===== src/hdl/lr1sr_pkg.sv =====
// shared types and constants of the lr(1) shift-reduce recognizer
// command and status structs between controller and datapath, item codes
// no dependencies
package lr1sr_pkg;

	// default sizes of the tables and the stack
	localparam int DEF_STATE_COUNT    = 1024;
	localparam int DEF_SYMBOL_COUNT   = 256;
	localparam int DEF_RULE_COUNT     = 256;
	localparam int DEF_STACK_DEPTH    = 256;
	localparam int DEF_MAX_RHS_LENGTH = 15;

	// field widths
	localparam int STATE_W  = 10;
	localparam int SYMBOL_W = 8;
	localparam int KIND_W   = 2;
	localparam int RULE_W   = 8;
	localparam int LEN_W    = 4;
	localparam int STATUS_W = 2;
	localparam int LEVEL_W  = 9;
	localparam int RED_W    = 8;
	localparam int ENTRY_W  = KIND_W + STATE_W;
	localparam int RENTRY_W = SYMBOL_W + LEN_W;
	localparam int IN_DATA_W  = 64;
	localparam int OUT_DATA_W = 24;

	// item actions
	localparam logic [1:0] ACT_LOAD_ENTRY = 2'd0;
	localparam logic [1:0] ACT_LOAD_RULE  = 2'd1;
	localparam logic [1:0] ACT_START      = 2'd2;
	localparam logic [1:0] ACT_TOKEN      = 2'd3;

	// action table entry kinds
	localparam logic [KIND_W-1:0] KIND_NONE   = 2'd0;
	localparam logic [KIND_W-1:0] KIND_SHIFT  = 2'd1;
	localparam logic [KIND_W-1:0] KIND_REDUCE = 2'd2;

	// result status codes
	localparam logic [STATUS_W-1:0] ST_OK     = 2'd0;
	localparam logic [STATUS_W-1:0] ST_ACCEPT = 2'd1;
	localparam logic [STATUS_W-1:0] ST_SYNTAX = 2'd2;
	localparam logic [STATUS_W-1:0] ST_FAULT  = 2'd3;

	typedef struct packed {
		logic                capture;
		logic                clr_step;
		logic                tbl_wr;
		logic                rule_wr;
		logic                start;
		logic                rd_tok;
		logic                rd_lhs;
		logic                push;
		logic                cnt_inc;
		logic                rule_rd;
		logic                pop;
		logic                top_ld;
		logic                err_set;
		logic                out_ld;
		logic [STATUS_W-1:0] code;
	} cmd_t;

	typedef struct packed {
		logic                clr_done;
		logic [1:0]          act;
		logic                last;
		logic [STATUS_W-1:0] err;
		logic [KIND_W-1:0]   kind;
		logic                val_bad;
		logic                cnt_lim;
		logic                full;
		logic                under;
		logic                out_free;
	} sts_t;

endpackage


===== src/hdl/lr1sr_ctrl.sv =====
// sequencer of the recognizer: clearing pass, item dispatch, shift/reduce loop
// uses lr1sr_pkg for the command and status structs and codes
module lr1sr_ctrl (
	input  logic              clk,
	input  logic              arst_n,
	input  logic              s_tvalid,
	output logic              s_tready,
	input  lr1sr_pkg::sts_t   sts,
	output lr1sr_pkg::cmd_t   cmd
);

	localparam logic [3:0] S_CLEAR    = 4'd0;
	localparam logic [3:0] S_IDLE     = 4'd1;
	localparam logic [3:0] S_DISPATCH = 4'd2;
	localparam logic [3:0] S_LOOK     = 4'd3;
	localparam logic [3:0] S_EVAL     = 4'd4;
	localparam logic [3:0] S_RULE     = 4'd5;
	localparam logic [3:0] S_STK      = 4'd6;
	localparam logic [3:0] S_GLOOK    = 4'd7;
	localparam logic [3:0] S_GEVAL    = 4'd8;
	localparam logic [3:0] S_RESP     = 4'd9;

	logic [3:0]                     state_q, state_n;
	logic [lr1sr_pkg::STATUS_W-1:0] res_q, res_n;

	assign s_tready = (state_q == S_IDLE);

	always_comb begin
		cmd     = '0;
		state_n = state_q;
		res_n   = res_q;
		unique case (state_q)
			S_CLEAR: begin
				cmd.clr_step = 1'b1;
				if (sts.clr_done) begin
					state_n = S_IDLE;
				end
			end
			S_IDLE: begin
				if (s_tvalid) begin
					cmd.capture = 1'b1;
					state_n     = S_DISPATCH;
				end
			end
			S_DISPATCH: begin
				res_n   = lr1sr_pkg::ST_OK;
				state_n = S_RESP;
				unique case (sts.act)
					lr1sr_pkg::ACT_LOAD_ENTRY: cmd.tbl_wr = 1'b1;
					lr1sr_pkg::ACT_LOAD_RULE:  cmd.rule_wr = 1'b1;
					lr1sr_pkg::ACT_START:      cmd.start = 1'b1;
					default: begin
						// latched error answers without parsing
						if (sts.err != lr1sr_pkg::ST_OK) begin
							res_n = sts.err;
						end else begin
							state_n = S_LOOK;
						end
					end
				endcase
			end
			S_LOOK: begin
				cmd.rd_tok = 1'b1;
				state_n    = S_EVAL;
			end
			S_EVAL: begin
				state_n = S_RESP;
				if (sts.kind == lr1sr_pkg::KIND_SHIFT) begin
					if (sts.full) begin
						cmd.err_set = 1'b1;
						cmd.code    = lr1sr_pkg::ST_FAULT;
						res_n       = lr1sr_pkg::ST_FAULT;
					end else begin
						cmd.push = 1'b1;
						res_n    = sts.last ? lr1sr_pkg::ST_ACCEPT : lr1sr_pkg::ST_OK;
					end
				end else if (sts.kind == lr1sr_pkg::KIND_REDUCE && !sts.val_bad) begin
					cmd.cnt_inc = 1'b1;
					if (sts.cnt_lim) begin
						// runaway reduction chain
						cmd.err_set = 1'b1;
						cmd.code    = lr1sr_pkg::ST_SYNTAX;
						res_n       = lr1sr_pkg::ST_SYNTAX;
					end else begin
						cmd.rule_rd = 1'b1;
						state_n     = S_RULE;
					end
				end else begin
					cmd.err_set = 1'b1;
					cmd.code    = lr1sr_pkg::ST_SYNTAX;
					res_n       = lr1sr_pkg::ST_SYNTAX;
				end
			end
			S_RULE: begin
				if (sts.under) begin
					cmd.err_set = 1'b1;
					cmd.code    = lr1sr_pkg::ST_FAULT;
					res_n       = lr1sr_pkg::ST_FAULT;
					state_n     = S_RESP;
				end else begin
					cmd.pop = 1'b1;
					state_n = S_STK;
				end
			end
			S_STK: begin
				cmd.top_ld = 1'b1;
				state_n    = S_GLOOK;
			end
			S_GLOOK: begin
				cmd.rd_lhs = 1'b1;
				state_n    = S_GEVAL;
			end
			S_GEVAL: begin
				if (sts.kind != lr1sr_pkg::KIND_SHIFT) begin
					cmd.err_set = 1'b1;
					cmd.code    = lr1sr_pkg::ST_SYNTAX;
					res_n       = lr1sr_pkg::ST_SYNTAX;
					state_n     = S_RESP;
				end else if (sts.full) begin
					cmd.err_set = 1'b1;
					cmd.code    = lr1sr_pkg::ST_FAULT;
					res_n       = lr1sr_pkg::ST_FAULT;
					state_n     = S_RESP;
				end else begin
					// goto pushed, look the same token up again
					cmd.push = 1'b1;
					state_n  = S_LOOK;
				end
			end
			S_RESP: begin
				if (sts.out_free) begin
					cmd.out_ld = 1'b1;
					cmd.code   = res_q;
					state_n    = S_IDLE;
				end
			end
			default: begin
				state_n = S_IDLE;
			end
		endcase
	end

	always_ff @(posedge clk or negedge arst_n) begin
		if (!arst_n) begin
			state_q <= S_CLEAR;
			res_q   <= lr1sr_pkg::ST_OK;
		end else begin
			state_q <= state_n;
			res_q   <= res_n;
		end
	end

endmodule


===== config.mk =====
export PLATFORM = sky130hd
export DESIGN_NAME = lr1sr_ctrl
export DESIGN_NICKNAME = d
export VERILOG_FILES = /design/src/hdl/lr1sr_pkg.sv /design/src/hdl/lr1sr_ctrl.sv
export SDC_FILE = /design/constraint.sdc
export NUM_CORES = 1
export LEC_CHECK = 0
export BUFFER_PORTS_ARGS = -buffer_cell sky130_fd_sc_hd__buf_4
export CAP_MARGIN = 20
export CORE_UTILIZATION = 30
export DETAILED_ROUTE_END_ITERATION = 16
export GPL_TIMING_DRIVEN = 0
export SKIP_LAST_GASP = 1
export SYNTH_ARGS = -nofsm -noshare
export SYNTH_HDL_FRONTEND = slang
export SYNTH_SLANG_ARGS = --single-unit

===== constraint.sdc =====
create_clock -name clk -period 2.11 [get_ports clk]
set_input_delay 0.422 -clock clk [delete_from_list [all_inputs] [get_ports clk]]
set_output_delay 0.422 -clock clk [all_outputs]
set_load 0.03 [all_outputs]

=== Word-level counts from Yosys, hierarchy flattened ===
Cells that the tools add are included.

* Input port bits: 16
* Logic and storage cells: 90
* Bits in registers: 6
* Output and inout port bits: 17

* Multiplexer cells: 59
* Reductions and logical operators: 9
* Equality and inequality tests: 20

{| class="wikitable"
|+ Operators with widths
! cell !! number
|-
| $mux W4 || 11
|-
| $pmux W4 S10 || 1
|-
| $mux W2 || 18
|-
| $mux W1 || 23
|-
| $eq A4 B3 Y1 const B || 4
|-
| $pmux W2 S4 || 2
|-
| $eq A4 B2 Y1 const B || 2
|-
| $eq A4 B4 Y1 const B || 2
|-
| $ne A2 B2 Y1 const B || 4
|-
| $mux W3 || 2
|-
| $eq A2 B1 Y1 const B || 2
|-
| $eq A2 B2 Y1 const B || 2
|-
| $eq A4 B1 Y1 const B || 1
|-
| $logic_not A4 Y1 || 1
|-
| $ne A4 B4 Y1 const B || 1
|-
| $reduce_and A4 Y1 || 1
|-
| $reduce_bool A4 Y1 || 1
|-
| $ne A3 B3 Y1 const B || 1
|-
| $pmux W1 S3 || 1
|-
| $reduce_and A3 Y1 || 1
|-
| $reduce_or A3 Y1 || 1
|-
| $logic_not A2 Y1 || 1
|-
| $ne A2 B1 Y1 const B || 1
|-
| $pmux W1 S2 || 1
|-
| other kinds (3) || 3
|}

=== Depth between registers and ports, before layout ===
* Depth in word-level cells: 5
* Mapped depth: 5
* Gate-level depth less buffers: 4

=== Least setup slack after synthesis ===
No wires, ideal clock.

* Kind: reg2out
* Start point: reg state_q[1]
* End point: out cmd[7] (netlist name)
* Required time: 1,688 ps
* Arrival time: 2,062 ps
* Path slack: -374 ps
* Cell stages (with the launch flop): 3
* Cells stage by stage: dfrtp_1 -> or4b_1 -> nor4b_1

{| class="wikitable"
|+ RTL lines
! element !! line !! RTL
|-
| from (decl) || lr1sr_ctrl.sv:23 || <nowiki>logic [3:0] state_q, state_n;</nowiki>
|-
| from (signal assigned) || lr1sr_ctrl.sv:148 || <nowiki>state_q <= state_n;</nowiki>
|-
| to (decl) || lr1sr_ctrl.sv:9 || <nowiki>output lr1sr_pkg::cmd_t cmd</nowiki>
|}

==> results by group <==
Run status
  • Status: finished, violations left
  • Violated checks: negative setup slack

Timing
  • Clk_skew: 0.00587 ns
  • Fin crit share: 100%
  • Slew @ Worst Pin: 0.571 ns
  • Final setup fails: 1
  • Final min period: 2.12 ns
  • Max Clock Freq: 472 MHz
  • Final worst slack: -0.00822 ns
  • Hold WS: 0.514 ns
  • RSZ-0062 raised after global routing: yes
  • Slew headroom: 61.9%
  • Max Transition Viols Final: 0
  • Final hold violation count: 0

Critical path
  • Critical path class: in2out
  • Worst reg-to-reg setup slack: 0.34 ns
  • WP data arrival: 1.70 ns
  • Startpoint class of the critical path: input pin
  • CP required: 1.69 ns
  • Max Fanout on Critical Path: 6
  • Crit end category: output port

Cells and area
  • Synth-to-layout area growth: 60.0%
  • Proportion of layout cells with a drive suffix above 1: 46.0%
  • # diodes: 0
  • Final #Nets: 155

Clock tree
  • Skew-Pair Late Insertion Delay: 0.25 ns
  • Root Buffer Master: clkbuf_4
  • Clk buf depth: 2
  • CTS buffer count: 3
  • CTS tree: yes
  • Clock Pin Slew Worst Setup and Hold Paths: 0.05 ns
  • CTS sink count: 6
  • CTS H-tree depth: 1

Die
  • Width of the chip: 50.7 um
  • Die Area: 0.00257 mm^2
  • Core area: 0.00221 mm^2
  • Die height: 50.7 um
  • Ports: 33
  • Initial core utilization: 32.1%
  • Number of cell rows: 17

Logic synthesis
  • Post-Synthesis Cells: 96
  • Synthesized net count: 112
  • Avg Inst Size Synth: 7.40 um^2
  • Yosys reg bits: 6
  • Synth Flop Type: dfrtp_1
  • Number of flops mapped to enable cells by yosys: 0
  • Register area share after synthesis: 21.1%
  • Warnings, synthesis: 0
  • Post-Synthesis Cell Area: 711 um^2
  • Netlist cell types: 41
  • Async S/R FF share, synth: 100%

Power
  • Pwr/cell area: 1220 mW/mm^2
  • VDD IR max: 0.849 mV
  • Pleak: 0.496 nW

Route
  • Antenna Violating Nets Remaining: 0
  • WL/cell: 13.7 um
  • Final wirelength: 2270 um
  • Iteration-0 DRC count of the detailed router: 13
  • Vias per cell: 5.44
  • DRC Markers: 0
  • Via count: 898
  • Pre-antenna DRT Iters: 4

Placement
  • # port buffers: 32
  • Final Wtd Congestion: 0.776
  • HPWL Detailed: 1700 um
  • Placement-stage worst setup slack: -0.165 ns

Global route
  • Final global-route overflow total: 0
  • GRT Total Usage: 19.3%
  • Largest net degree at the start of global routing: 11
  • First-pass GRT wire length: 3680 um
  • Vias in the first global route: 847
  • Initial antenna violation count: 0

Min path
  • Hold WC Path Type: in2async

Job
  • Max Cap Viol: 0
==> per-stage QoR <==
stage	cell area, um^2	TNS (ns)	power (mW)	utilization (%)	cells
floorplan	743	0	0.911	-	96
global placement	1020	-0.164	1.17	46.0	156
detailed placement	1020	-0.187	1.19	46.0	156
global route	1140	-0.212	1.48	51.4	165
finish	1140	-0.00822	1.39	51.4	165
CTS	1110	-0.0495	1.36	50.1	165
==> metal layers <==
| metal | GRT usage [%] | wire, um | vias up |
|---|---|---|---|
| li1 | - | - | 443 |
| met1 | 24.3 | 1040 | 421 |
| met2 | 31.8 | 1100 | 32 |
| met3 | 2.12 | 97 | 2 |
| met4 | 10.6 | 26 | 0 |
| met5 | 0 | 0 | - |
==> placed cells by master, fill, tap and decap left out, types with 2 or more instances in the layout <==
| cell | netlist | final |
|---|---|---|
| o22ai_1 | 3 | 3 |
| or4b_4 | 1 | 3 |
| a21oi_1 | 6 | 4 |
| dfrtp_1 | 6 | 3 |
| buf_4 | 0 | 36 |
| inv_1 | 5 | 5 |
| nand2_1 | 6 | 6 |
| o31a_1 | 2 | 2 |
| nor3b_1 | 4 | 2 |
| nor2b_1 | 3 | 2 |
| a21oi_2 | 0 | 2 |
| nand3_1 | 3 | 3 |
| nor3_1 | 7 | 5 |
| clkbuf_1 | 4 | 3 |
| clkbuf_4 | 0 | 3 |
| dfrtp_2 | 0 | 3 |
| nor3_2 | 1 | 3 |
| buf_6 | 1 | 3 |
| nand2b_1 | 7 | 6 |
| nor2_1 | 9 | 9 |
| a31oi_1 | 3 | 3 |
| nor3b_2 | 0 | 2 |
==> sequential cells by signal (all words and copies together) (netlist names) <==
| register | count |
|---|---|
| state_q | 4 |
| res_q | 2 |
==> area by class of cell <==
| class | instances | area (um^2) |
|---|---|---|
| fill | 233 | 1070 |
| multi-input combinational | 79 | 578 |
| timing repair buffer | 39 | 303 |
| sequential | 6 | 154 |
| tap | 28 | 35.0 |
| clock buffer | 3 | 22.5 |
| buffer | 4 | 22.5 |
| inverter | 6 | 22.5 |
==> synth_stat cells (2+ instances only) <==
| master | count | share of area, % |
|---|---|---|
| a31oi_1 | 3 | 2.6 |
| nor3_1 | 7 | 4.9 |
| nand3_1 | 3 | 2.1 |
| inv_1 | 5 | 2.6 |
| nor2_1 | 9 | 4.8 |
| nand2_1 | 6 | 3.2 |
| nor2b_1 | 3 | 2.6 |
| clkbuf_1 | 4 | 2.1 |
| o31a_1 | 2 | 2.5 |
| nand2b_1 | 7 | 6.2 |
| or4b_1 | 2 | 2.8 |
| a21oi_1 | 6 | 4.2 |
| o22ai_1 | 3 | 2.6 |
| dfrtp_1 | 6 | 21 |
| nor3b_1 | 4 | 4.2 |
==> worst max-delay path: stages <==
cell and delay [ns]:
buf_4 0.14, or4b_4 0.57, a21oi_2 0.15, o31ai_2 0.09
a21o_1 0.18, buf_6 0.13
==> what timing repair did <==
| item | 4_1_cts | 5_1_grt |
|---|---|---|
| gates resized for setup | 6 | 7 |
| pin swaps | 4 | 5 |
| hold buffers | 1 | 0 |
| endpoints found under the hold margin | 6 | 0 |
| setup buffers | 5 | 1 |
| setup endpoints to repair | 6 | 9 |
==> final timing paths <==
| path | startpoint | to | depth (start not counted) |
|---|---|---|---|
| setup reg to reg | state_q[2] | res_q[0] | 6 |
| max in group asynchronous | arst_n | state_q[0] | 2 |
| hold / removal | arst_n | state_q[3] | 2 |
| hold reg to reg | res_q[1] | res_q[1] | 3 |
| min in group clk | sts[8] | res_q[1] | 3 |
| setup / recovery | sts[5] | cmd[1] | 6 |
==> kinds of logic (layout without fill, tap and decap cells) <==
family          count (synthesis)  in the layout  share of synthesized area [%]
compound gates                 26             26                           27.1
xor+xnor                        1              1                           1.23
buf+inv                        11             52                           6.87
flops                           6              6                           21.1
simple gates                   52             52                           43.7
==> power breakdown <==
group,internal (mW),leakage [nW],switching [mW]
clock,0.0644,0.0138,0.0433
combinational,0.444,0.413,0.608
sequential,0.172,0.0690,0.0560
No activity file was read; power rests on OpenSTA's default activity.
